`src/hdl/swhsr_pkg.sv`:
```
// shared types, codes and defaults for the humidity sensor reader
package swhsr_pkg;

	localparam int TICK_COUNTER_BITS_DEF = 16;
	localparam int FRAME_BITS            = 40;
	localparam int BITS_CNT_W            = 6;
	localparam int CFG_DATA_W            = 16;
	localparam int CFG_INDEX_W           = 3;

	localparam logic [15:0] START_LOW_RST = 16'd1000;
	localparam logic [7:0]  RELEASE_RST   = 8'd30;
	localparam logic [7:0]  RESP_TO_RST   = 8'd100;
	localparam logic [7:0]  BIT_LOW_RST   = 8'd70;
	localparam logic [7:0]  BIT_HIGH_RST  = 8'd90;
	localparam logic [7:0]  ONE_THR_RST   = 8'd40;

	typedef enum logic [CFG_INDEX_W-1:0] {
		REG_START_LOW = 3'd0,
		REG_RELEASE   = 3'd1,
		REG_RESP_TO   = 3'd2,
		REG_BIT_LOW   = 3'd3,
		REG_BIT_HIGH  = 3'd4,
		REG_ONE_THR   = 3'd5
	} cfg_reg_t;

	typedef enum logic [2:0] {
		PH_IDLE      = 3'd0,
		PH_START_LOW = 3'd1,
		PH_RELEASE   = 3'd2,
		PH_RESP_A    = 3'd3,
		PH_RESP_B    = 3'd4,
		PH_RESP_C    = 3'd5,
		PH_BIT_LOW   = 3'd6,
		PH_BIT_HIGH  = 3'd7
	} phase_t;

	typedef enum logic [2:0] {
		ST_OK          = 3'd0,
		ST_RESP_A_TO   = 3'd1,
		ST_RESP_B_TO   = 3'd2,
		ST_RESP_C_TO   = 3'd3,
		ST_BIT_LOW_TO  = 3'd4,
		ST_BIT_HIGH_TO = 3'd5,
		ST_CHECKSUM    = 3'd6
	} status_t;

	typedef struct packed {
		logic [15:0] start_low_ticks;
		logic [7:0]  release_ticks;
		logic [7:0]  response_timeout;
		logic [7:0]  bit_low_timeout;
		logic [7:0]  bit_high_timeout;
		logic [7:0]  one_threshold;
	} cfg_t;

	typedef struct packed {
		logic               drive_enable;
		logic               drive_level;
		logic               busy;
		logic               done;
		status_t            status;
		logic [15:0]        humidity_tenths;
		logic signed [15:0] temperature_tenths;
	} result_t;

endpackage

```
`src/hdl/swhsr_ifs.sv`:
```
// handshake channels for line samples and readings
interface swhsr_sample_if;
	logic valid;
	logic ready;
	logic action;
	logic line_level;

	modport source (output valid, output action, output line_level, input ready);
	modport sink   (input valid, input action, input line_level, output ready);
endinterface

interface swhsr_reading_if;
	logic               valid;
	logic               ready;
	logic               drive_enable;
	logic               drive_level;
	logic               busy_res;
	logic               done_res;
	logic [2:0]         status;
	logic [15:0]        humidity_tenths;
	logic signed [15:0] temperature_tenths;

	modport source (output valid, output drive_enable, output drive_level, output busy_res,
		output done_res, output status, output humidity_tenths, output temperature_tenths,
		input ready);
	modport sink (input valid, input drive_enable, input drive_level, input busy_res,
		input done_res, input status, input humidity_tenths, input temperature_tenths,
		output ready);
endinterface

```
`src/hdl/swhsr_cfg.sv`:
```
// configuration register bank
module swhsr_cfg (
	input  logic                                clk,
	input  logic                                arst_n,
	input  logic                                wr_en,
	input  logic [swhsr_pkg::CFG_INDEX_W-1:0]   index,
	input  logic [swhsr_pkg::CFG_DATA_W-1:0]    wdata,
	output swhsr_pkg::cfg_t                     cfg
);
	import swhsr_pkg::*;

	cfg_t cfg_q;

	always_ff @(posedge clk or negedge arst_n) begin
		if (!arst_n) begin
			cfg_q.start_low_ticks  <= START_LOW_RST;
			cfg_q.release_ticks    <= RELEASE_RST;
			cfg_q.response_timeout <= RESP_TO_RST;
			cfg_q.bit_low_timeout  <= BIT_LOW_RST;
			cfg_q.bit_high_timeout <= BIT_HIGH_RST;
			cfg_q.one_threshold    <= ONE_THR_RST;
		end else if (wr_en) begin
			case (index)
				REG_START_LOW: cfg_q.start_low_ticks  <= wdata;
				REG_RELEASE:   cfg_q.release_ticks    <= wdata[7:0];
				REG_RESP_TO:   cfg_q.response_timeout <= wdata[7:0];
				REG_BIT_LOW:   cfg_q.bit_low_timeout  <= wdata[7:0];
				REG_BIT_HIGH:  cfg_q.bit_high_timeout <= wdata[7:0];
				REG_ONE_THR:   cfg_q.one_threshold    <= wdata[7:0];
				default: begin
				end
			endcase
		end
	end

	assign cfg = cfg_q;

endmodule

```
`src/hdl/swhsr_core.sv`:
```
// phase sequencer, pulse timing, bit capture and frame decode
module swhsr_core #(
	parameter int TICK_COUNTER_BITS = swhsr_pkg::TICK_COUNTER_BITS_DEF
) (
	input  logic               clk,
	input  logic               arst_n,
	input  swhsr_pkg::cfg_t    cfg,
	input  logic               go,
	input  logic               action,
	input  logic               line_level,
	output swhsr_pkg::result_t res
);
	import swhsr_pkg::*;

	localparam int CW = (TICK_COUNTER_BITS > 16) ? TICK_COUNTER_BITS : 16;
	localparam logic [TICK_COUNTER_BITS-1:0] TICK_MAX = '1;

	phase_t                         phase_q, phase_d;
	logic [TICK_COUNTER_BITS-1:0]   tick_q, tick_d;
	logic [BITS_CNT_W-1:0]          bits_q, bits_d;
	logic [FRAME_BITS-1:0]          frame_q, frame_d;

	logic [TICK_COUNTER_BITS-1:0]   cnt_inc;
	logic [CW-1:0]                  cnt_x;
	logic                           sat;
	logic                           resp_to, low_to, high_to;
	logic                           drv_low_done, drv_rel_done;
	logic                           bit_val;
	logic [BITS_CNT_W-1:0]          bits_inc;
	logic [FRAME_BITS-1:0]          frame_new;
	logic [7:0]                     sum8;
	logic [15:0]                    raw_temp;
	logic                           finish;
	status_t                        end_status;
	logic                           frame_ok;

	// saturating count and limit checks on the incremented count
	always_comb begin
		cnt_inc      = (tick_q == TICK_MAX) ? tick_q : tick_q + 1'b1;
		cnt_x        = CW'(cnt_inc);
		sat          = (cnt_inc == TICK_MAX);
		resp_to      = (cnt_x > CW'(cfg.response_timeout)) || sat;
		low_to       = (cnt_x > CW'(cfg.bit_low_timeout)) || sat;
		high_to      = (cnt_x > CW'(cfg.bit_high_timeout)) || sat;
		drv_low_done = (cnt_x >= CW'(cfg.start_low_ticks)) || sat;
		drv_rel_done = (cnt_x >= CW'(cfg.release_ticks)) || sat;
		bit_val      = CW'(tick_q) > CW'(cfg.one_threshold);
		bits_inc     = bits_q + 1'b1;
		frame_new    = {frame_q[FRAME_BITS-2:0], bit_val};
		sum8         = frame_new[39:32] + frame_new[31:24] + frame_new[23:16]
			+ frame_new[15:8];
		raw_temp     = frame_new[23:8];
	end

	// next state
	always_comb begin
		phase_d    = phase_q;
		tick_d     = tick_q;
		bits_d     = bits_q;
		frame_d    = frame_q;
		finish     = 1'b0;
		end_status = ST_OK;
		frame_ok   = 1'b0;
		if (action) begin
			if (phase_q == PH_IDLE) begin
				phase_d = PH_START_LOW;
				tick_d  = '0;
				bits_d  = '0;
				frame_d = '0;
			end
		end else begin
			case (phase_q)
				PH_START_LOW: begin
					tick_d = cnt_inc;
					if (drv_low_done) begin
						phase_d = PH_RELEASE;
						tick_d  = '0;
					end
				end
				PH_RELEASE: begin
					tick_d = cnt_inc;
					if (drv_rel_done) begin
						phase_d = PH_RESP_A;
						tick_d  = '0;
					end
				end
				PH_RESP_A: begin
					if (!line_level) begin
						phase_d = PH_RESP_B;
						tick_d  = '0;
					end else begin
						tick_d = cnt_inc;
						if (resp_to) begin
							finish     = 1'b1;
							end_status = ST_RESP_A_TO;
						end
					end
				end
				PH_RESP_B: begin
					if (line_level) begin
						phase_d = PH_RESP_C;
						tick_d  = '0;
					end else begin
						tick_d = cnt_inc;
						if (resp_to) begin
							finish     = 1'b1;
							end_status = ST_RESP_B_TO;
						end
					end
				end
				PH_RESP_C: begin
					if (!line_level) begin
						phase_d = PH_BIT_LOW;
						tick_d  = '0;
					end else begin
						tick_d = cnt_inc;
						if (resp_to) begin
							finish     = 1'b1;
							end_status = ST_RESP_C_TO;
						end
					end
				end
				PH_BIT_LOW: begin
					if (line_level) begin
						phase_d = PH_BIT_HIGH;
						tick_d  = TICK_COUNTER_BITS'(1);
					end else begin
						tick_d = cnt_inc;
						if (low_to) begin
							finish     = 1'b1;
							end_status = ST_BIT_LOW_TO;
						end
					end
				end
				PH_BIT_HIGH: begin
					if (!line_level) begin
						frame_d = frame_new;
						bits_d  = bits_inc;
						tick_d  = '0;
						if (bits_inc >= BITS_CNT_W'(FRAME_BITS)) begin
							finish = 1'b1;
							if (sum8 != frame_new[7:0]) begin
								end_status = ST_CHECKSUM;
							end else begin
								frame_ok = 1'b1;
							end
						end else begin
							phase_d = PH_BIT_LOW;
						end
					end else begin
						tick_d = cnt_inc;
						if (high_to) begin
							finish     = 1'b1;
							end_status = ST_BIT_HIGH_TO;
						end
					end
				end
				default: begin
				end
			endcase
			if (finish) begin
				phase_d = PH_IDLE;
				tick_d  = '0;
			end
		end
	end

	// result seen after this item
	always_comb begin
		res.drive_enable       = (phase_d == PH_START_LOW) || (phase_d == PH_RELEASE);
		res.drive_level        = (phase_d == PH_RELEASE);
		res.busy               = (phase_d != PH_IDLE);
		res.done               = finish;
		res.status             = end_status;
		res.humidity_tenths    = '0;
		res.temperature_tenths = '0;
		if (frame_ok) begin
			res.humidity_tenths = frame_new[39:24];
			// sign-magnitude to two's complement, negative zero folds to zero
			if (raw_temp[15]) begin
				res.temperature_tenths = 16'(16'd0 - {1'b0, raw_temp[14:0]});
			end else begin
				res.temperature_tenths = raw_temp;
			end
		end
	end

	always_ff @(posedge clk or negedge arst_n) begin
		if (!arst_n) begin
			phase_q <= PH_IDLE;
			tick_q  <= '0;
			bits_q  <= '0;
			frame_q <= '0;
		end else if (go) begin
			phase_q <= phase_d;
			tick_q  <= tick_d;
			bits_q  <= bits_d;
			frame_q <= frame_d;
		end
	end

`ifndef ASSERT_OFF
	a_start_busy_ignored: assert property (@(posedge clk) disable iff (!arst_n)
		(go && action && phase_q != PH_IDLE) |=> (phase_q == $past(phase_q)))
		else $error("start while busy changed the phase");
	a_bits_bound: assert property (@(posedge clk) disable iff (!arst_n)
		(bits_q <= BITS_CNT_W'(FRAME_BITS)))
		else $error("bit count ran past the frame length");
	a_done_idle: assert property (@(posedge clk) disable iff (!arst_n)
		(go && res.done) |=> (phase_q == PH_IDLE && tick_q == '0))
		else $error("finished reading did not return to idle");
`endif

endmodule

```
`src/hdl/single_wire_humidity_sensor_reader_top.sv`:
```
// path: an accepted item is held in the input register, and its reading then in the output register
// throughput: one item per cycle; the input register keeps taking items while
// a reading waits in the output register, stalling only when both are full
// each item is decoded in one pass between the input and output registers
// reset clears the phase, counters, frame and valid flags and loads register defaults
module single_wire_humidity_sensor_reader_top #(
	parameter int TICK_COUNTER_BITS = swhsr_pkg::TICK_COUNTER_BITS_DEF
) (
	input  logic                                clk,
	input  logic                                arst_n,
	swhsr_sample_if.sink                        sample,
	swhsr_reading_if.source                     reading,
	input  logic                                cfg_wr_en,
	input  logic [swhsr_pkg::CFG_INDEX_W-1:0]   cfg_index,
	input  logic [swhsr_pkg::CFG_DATA_W-1:0]    cfg_wdata
);
	import swhsr_pkg::*;

	cfg_t    cfg;
	result_t res;
	result_t res_q;
	logic    s1_valid_q;
	logic    action_s1;
	logic    line_s1;
	logic    out_valid_q;
	logic    advance;
	logic    go;
	logic    take;

	assign advance      = !out_valid_q || reading.ready;
	assign go           = s1_valid_q && advance;
	assign sample.ready = !s1_valid_q || advance;
	assign take         = sample.valid && sample.ready;

	swhsr_cfg u_cfg (
		.clk    (clk),
		.arst_n (arst_n),
		.wr_en  (cfg_wr_en),
		.index  (cfg_index),
		.wdata  (cfg_wdata),
		.cfg    (cfg)
	);

	swhsr_core #(
		.TICK_COUNTER_BITS (TICK_COUNTER_BITS)
	) u_core (
		.clk        (clk),
		.arst_n     (arst_n),
		.cfg        (cfg),
		.go         (go),
		.action     (action_s1),
		.line_level (line_s1),
		.res        (res)
	);

	always_ff @(posedge clk or negedge arst_n) begin
		if (!arst_n) begin
			s1_valid_q <= 1'b0;
		end else if (take) begin
			s1_valid_q <= 1'b1;
		end else if (advance) begin
			s1_valid_q <= 1'b0;
		end
	end

	always_ff @(posedge clk) begin
		if (take) begin
			action_s1 <= sample.action;
			line_s1   <= sample.line_level;
		end
	end

	always_ff @(posedge clk or negedge arst_n) begin
		if (!arst_n) begin
			out_valid_q <= 1'b0;
		end else if (go) begin
			out_valid_q <= 1'b1;
		end else if (reading.ready) begin
			out_valid_q <= 1'b0;
		end
	end

	always_ff @(posedge clk) begin
		if (go) begin
			res_q <= res;
		end
	end

	assign reading.valid              = out_valid_q;
	assign reading.drive_enable       = res_q.drive_enable;
	assign reading.drive_level        = res_q.drive_level;
	assign reading.busy_res           = res_q.busy;
	assign reading.done_res           = res_q.done;
	assign reading.status             = res_q.status;
	assign reading.humidity_tenths    = res_q.humidity_tenths;
	assign reading.temperature_tenths = res_q.temperature_tenths;

`ifndef ASSERT_OFF
	a_take_lands: assert property (@(posedge clk) disable iff (!arst_n)
		take |=> s1_valid_q)
		else $error("accepted item missing from input register");
	a_s1_held: assert property (@(posedge clk) disable iff (!arst_n)
		(s1_valid_q && !advance) |=> (s1_valid_q && $stable(action_s1) && $stable(line_s1)))
		else $error("stalled item in input register was lost or changed");
	a_out_from_s1: assert property (@(posedge clk) disable iff (!arst_n)
		$rose(out_valid_q) |-> $past(s1_valid_q))
		else $error("reading appeared without an item behind it");
`endif

endmodule
```
`src/flat_wrapper.sv`:
```
// flat-port wrapper written by rule: the top's interface ports become plain ports
module single_wire_humidity_sensor_reader_top_flat import swhsr_pkg::*;
#(
	parameter int TICK_COUNTER_BITS = swhsr_pkg::TICK_COUNTER_BITS_DEF
)
  (clk, arst_n, cfg_wr_en, cfg_index, cfg_wdata, sample_valid, sample_action, sample_line_level, sample_ready, reading_valid, reading_drive_enable, reading_drive_level, reading_busy_res, reading_done_res, reading_status, reading_humidity_tenths, reading_temperature_tenths, reading_ready);
  swhsr_sample_if sample_i ();
  swhsr_reading_if reading_i ();
  input  logic clk;
  input  logic arst_n;
  input  logic cfg_wr_en;
  input  logic [swhsr_pkg::CFG_INDEX_W-1:0] cfg_index;
  input  logic [swhsr_pkg::CFG_DATA_W-1:0] cfg_wdata;
  input wire logic [$bits(sample_i.valid)-1:0] sample_valid;
  input wire logic [$bits(sample_i.action)-1:0] sample_action;
  input wire logic [$bits(sample_i.line_level)-1:0] sample_line_level;
  output wire logic [$bits(sample_i.ready)-1:0] sample_ready;
  output wire logic [$bits(reading_i.valid)-1:0] reading_valid;
  output wire logic [$bits(reading_i.drive_enable)-1:0] reading_drive_enable;
  output wire logic [$bits(reading_i.drive_level)-1:0] reading_drive_level;
  output wire logic [$bits(reading_i.busy_res)-1:0] reading_busy_res;
  output wire logic [$bits(reading_i.done_res)-1:0] reading_done_res;
  output wire logic [$bits(reading_i.status)-1:0] reading_status;
  output wire logic [$bits(reading_i.humidity_tenths)-1:0] reading_humidity_tenths;
  output wire logic [$bits(reading_i.temperature_tenths)-1:0] reading_temperature_tenths;
  input wire logic [$bits(reading_i.ready)-1:0] reading_ready;
  assign sample_i.valid = sample_valid;
  assign sample_i.action = sample_action;
  assign sample_i.line_level = sample_line_level;
  assign sample_ready = sample_i.ready;
  assign reading_valid = reading_i.valid;
  assign reading_drive_enable = reading_i.drive_enable;
  assign reading_drive_level = reading_i.drive_level;
  assign reading_busy_res = reading_i.busy_res;
  assign reading_done_res = reading_i.done_res;
  assign reading_status = reading_i.status;
  assign reading_humidity_tenths = reading_i.humidity_tenths;
  assign reading_temperature_tenths = reading_i.temperature_tenths;
  assign reading_i.ready = reading_ready;
  single_wire_humidity_sensor_reader_top #(.TICK_COUNTER_BITS(TICK_COUNTER_BITS)) u_core (.clk(clk), .arst_n(arst_n), .sample(sample_i), .reading(reading_i), .cfg_wr_en(cfg_wr_en), .cfg_index(cfg_index), .cfg_wdata(cfg_wdata));
endmodule
```
`config.mk`:
```
export PLATFORM = sky130hd
export DESIGN_NAME = single_wire_humidity_sensor_reader_top_flat
export DESIGN_NICKNAME = d
export VERILOG_FILES = /design/src/hdl/swhsr_pkg.sv /design/src/hdl/swhsr_ifs.sv /design/src/hdl/swhsr_cfg.sv /design/src/hdl/swhsr_core.sv /design/src/hdl/single_wire_humidity_sensor_reader_top.sv /design/src/flat_wrapper.sv
export SDC_FILE = /design/constraint.sdc
export NUM_CORES = 1
export LEC_CHECK = 0
export ABC_AREA = 1
export BUFFER_PORTS_ARGS = -buffer_cell sky130_fd_sc_hd__buf_2
export CAP_MARGIN = 0
export CORE_ASPECT_RATIO = 0.5
export CORE_MARGIN = 2
export CORE_UTILIZATION = 55
export CTS_BUF_LIST = sky130_fd_sc_hd__clkbuf_16
export DETAILED_ROUTE_END_ITERATION = 7
export GPL_TIMING_DRIVEN = 1
export HOLD_SLACK_MARGIN = 0.15
export PLACE_DENSITY = 0.77
export SETUP_SLACK_MARGIN = 0.15
export SLEW_MARGIN = 5
export SYNTH_ARGS = -nofsm -noshare
export SYNTH_HDL_FRONTEND = slang
export SYNTH_SLANG_ARGS = --single-unit
```
`constraint.sdc`:
```
create_clock -name clk -period 3.8 [get_ports clk]
set_input_delay 0.95 -clock clk [delete_from_list [all_inputs] [get_ports clk]]
set_output_delay 0.95 -clock clk [all_outputs]
set_load 0.05 [all_outputs]
```
==> summary.md <==
| Metric | Value |
|---|---|
| Total die area | `0.0181 mm^2` |
| First-pass GRT wire length | `37,400 um` |
| Reg clk slew, reported paths | `0.06 ns` |
| Overall Global Routing Usage | `26.9%` |
| # H-tree levels | `4` |
| Largest family of logic cells by synthesized area | `simple AND/OR/NAND/NOR gates` |
| Grt ovf | `0` |
| WS Path Type | `flop to flop` |
| DR WL/cell | `16.1 um` |
| Critical path launch point type | `flop` |
| Port bufs | `66` |
| Status | `completed` |
| Max_cap viols | `0` |
| Post-Layout Inst Area | `0.0110 mm^2` |
| Pin slew with the least headroom to its limit | `1.01 ns` |
| Commonest cells after routing, fill and taps aside | `nand2_1, inv_1, dfrtp_1` |
| Dpl hpwl | `16,500 um` |
| CTS root buf | `clkbuf_16` |
| Synth Area in Compound Gates | `10.9%` |
| Placed inst area | `0.0101 mm^2` |
| FP Rows | `33` |
| Commonest non-fill, non-tap cell in the layout | `nand2_1` |
| Adder-cell share of the synthesized area | `11.3%` |
| Synth area leaders | `dfrtp_1, edfxtp_1, nand2_1` |
| Die Height | `96.0 um` |
| Leak Pwr | `0.00531 uW` |
| Max-slew violations | `0` |
| Predominant post-synthesis flop cell | `dfrtp_1` |
| Clk_skew | `0.0112 ns` |
| CP Max Fanout | `8` |
| Syn nets | `1,200` |
| Core ar. | `0.0165 mm^2` |
| Min cycle time layout | `3.73 ns` |
| Required time worst endpoint | `4.06 ns` |
| WP data arrival | `4.00 ns` |
| Antenna cells | `0` |
| Final setup vio count | `0` |
| Residual DRC count | `0` |
| Final Wtd Congestion | `0.955` |
| Seq cells post-synth | `163` |
| Iteration-0 DRC Markers | `577` |
| FF+latch area | `0.00432 mm^2` |
| Fill count | `1,294` |
| Largest area contributor in the netlist | `dfrtp_1` |
| Share of layout cells above drive strength 1 | `19.0%` |
| Antenna violations before repair | `0` |
| WL final | `23,100 um` |
| Layout area overhead | `18.3%` |
| Clk_lat worst skew | `0.43 ns` |
| Power Total | `6690 uW` |
| Die width | `188 um` |
| Via Count | `7,913` |
| Final Hold Fails | `0` |
| XOR/XNOR Fraction of Synth Area | `2.82%` |
| Starting Density | `56.6%` |
| Area of the multi-input gates | `0.00446 mm^2` |
| CP max stage delay | `0.56 ns` |
| Setup Total Neg Slack | `0 ns` |
| Number of global-route vias before repair | `7,526` |
| Via density | `5.54` |
| Max Root-Sink Buffers | `2` |
| Final ANT Viol Nets | `0` |
| Router iterations before antenna repair | `6` |
| IO Pins | `67` |
| Distinct cell type count after synthesis | `45` |
| Largest net degree at the start of global routing | `67` |
| Total CTS buffers | `17` |
| Tightest Hold Check Type | `flop to flop` |
| Cells after synthesis | `1,098` |
| Synth top area share | `26.9%` |
| Crit-path cells | `fa_1 -> fa_1 -> ha_2 -> inv_2 -> fa_2 -> xnor2_1 -> a211oi_2 -> o21ai_1 -> a21oi_1 -> o2111ai_1 -> nor2_1 -> nand4_1 -> buf_6 -> buf_12 -> a211oi_2` |
| Pwr dens | `607 mW/mm^2` |
| Worst slew margin | `32.7%` |
| Post-Synth Simple-Gate Area | `20.6%` |
| Nets | `1,291` |
| Mapped Area | `0.00932 mm^2` |
| Top delay family on crit path | `adder cells` |
| Post-synth EDFFs | `41` |
| FMAX | `0.268 GHz` |
| Total number of yosys warnings | `0` |
| VDD IR max | `0.353 mV` |
| Post-synth ARST share | `74.8%` |
| CTS tree | `done` |
| RSZ-0062 raised after global routing | `true` |
| Register area share after synthesis | `46.3%` |
| Hold buffers post-CTS | `0` |
| CP max stage cell | `fa_1` |
| Final period utilization | `98.2%` |
| CTS Sinks | `163` |
| Mean Syn Cell Area | `8.49 um^2` |
| CP Buf/Inv Count | `3` |
| CP Capture Type | `flop` |
| Post-synthesis mux area share | `0%` |
## layer usage
| layer | up-vias | global-route usage, % | share of wire (%) |
|---|---|---|---|
| met4 | 0 | 10.2 | 2.6 |
| met1 | 3773 | 33.6 | 42 |
| met2 | 305 | 47.4 | 49 |
| met5 | - | 0 | 0 |
| li1 | 3790 | - | - |
| met3 | 45 | 5.10 | 5.9 |
## synthesized netlist by cell type, drive strengths merged, types with 2 or more instances
cell	n
nand2	244
inv	167
nor2	112
dfrtp	100
o21ai	86
ha	62
nand3	55
o22ai	43
edfxtp	41
a21oi	33
clkbuf	25
xor2	23
dfstp	22
nand4	20
fa	14
nor3	14
xnor2	7
a211oi	5
buf	5
o21bai	3
a31oi	2
or2	2
## tightest hold or removal path, stage by stage, from the launching register on
cell and delay (ns):
dfstp_2 0.36, inv_1 0.06, a21oi_1 0.06
## through the flow
| stage | setup WS [ns] | hold WS (ns) | cells | utilization [%] |
|---|---|---|---|---|
| final | 0.0697 | 0.483 | 1429 | 66.9 |
| after floorplan | 0.262 | 0.453 | 1098 | - |
| after global routing | -0.107 | 0.505 | 1429 | 66.9 |
| after detailed placement | 0.00374 | 0.473 | 1389 | 61.1 |
| after CTS | 0.0525 | 0.488 | 1427 | 66.0 |
| after global placement | 0.0996 | 0.467 | 1389 | 61.1 |
## repair_timing
action                     4_1_cts  5_1_grt
pin swaps                        8       14
cloned                           2        0
setup endpoints to repair       33       56
setup buffers                    4        2
gates resized for setup         28       40
## cell families after synthesis
logic type,after synthesis
and+or+nand+nor,451
buffers and inverters,198
AOI/OAI and AO/OA,180
DFF,163
adders and majority gates,76
xor gates and xnor gates,30
## power breakdown
| group | switching, uW | leakage (uW) | internal, uW |
|---|---|---|---|
| clock network | 708 | 0.000314 | 1160 |
| logic | 1560 | 0.00304 | 869 |
| registers | 245 | 0.00195 | 2150 |
## cell type report
cell class                 count  area share (%)
clock buffer                  17            3.86
timing repair buffer         102            6.32
sequential                   163            39.2
multi-input combinational    737            40.4
clock inverter                15            1.95
tap                          227            2.58
inverter                     168            5.72
## final timing paths
path	startpoint	endpoint	slack (ns)	depth (start not counted)
setup / recovery	u_core.u_core.frame_q[8]$_DFFE_PN0P_	u_core.reading.temperature_tenths[1]$_SDFFCE_PN0P_	0.07	15
hold / removal	u_core.u_cfg.cfg[49]$_DFFE_PN1P_	u_core.u_cfg.cfg[49]$_DFFE_PN1P_	0.48	2
setup reg to reg	u_core.u_core.frame_q[8]$_DFFE_PN0P_	u_core.reading.temperature_tenths[1]$_SDFFCE_PN0P_	0.07	15
hold reg to reg	u_core.u_cfg.cfg[49]$_DFFE_PN1P_	u_core.u_cfg.cfg[49]$_DFFE_PN1P_	0.48	2
max in group asynchronous	arst_n	u_core.u_core.frame_q[9]$_DFFE_PN0P_	2.35	2
min in group asynchronous	arst_n	u_core.u_cfg.cfg[10]$_DFFE_PN0P_	0.63	1
## sequential cells by signal, summed over array words and instances (netlist names)
name and cells:
u_core.u_core.bits_q 6, u_core.action_s1 1, u_core.s1_valid_q 1, u_core.reading.drive_enable 1, u_core.reading.humidity_tenths 16, u_core.reading.temperature_tenths 16
u_core.line_s1 1, u_core.u_core.phase_q 3, u_core.u_cfg.cfg 56, u_core.reading.status 3, u_core.reading.valid 1, u_core.u_core.frame_q 39
u_core.u_core.tick_q 16, u_core.reading.busy_res 1, u_core.reading.drive_level 1, u_core.reading.done_res 1
(Power assumes the default switching activity.)
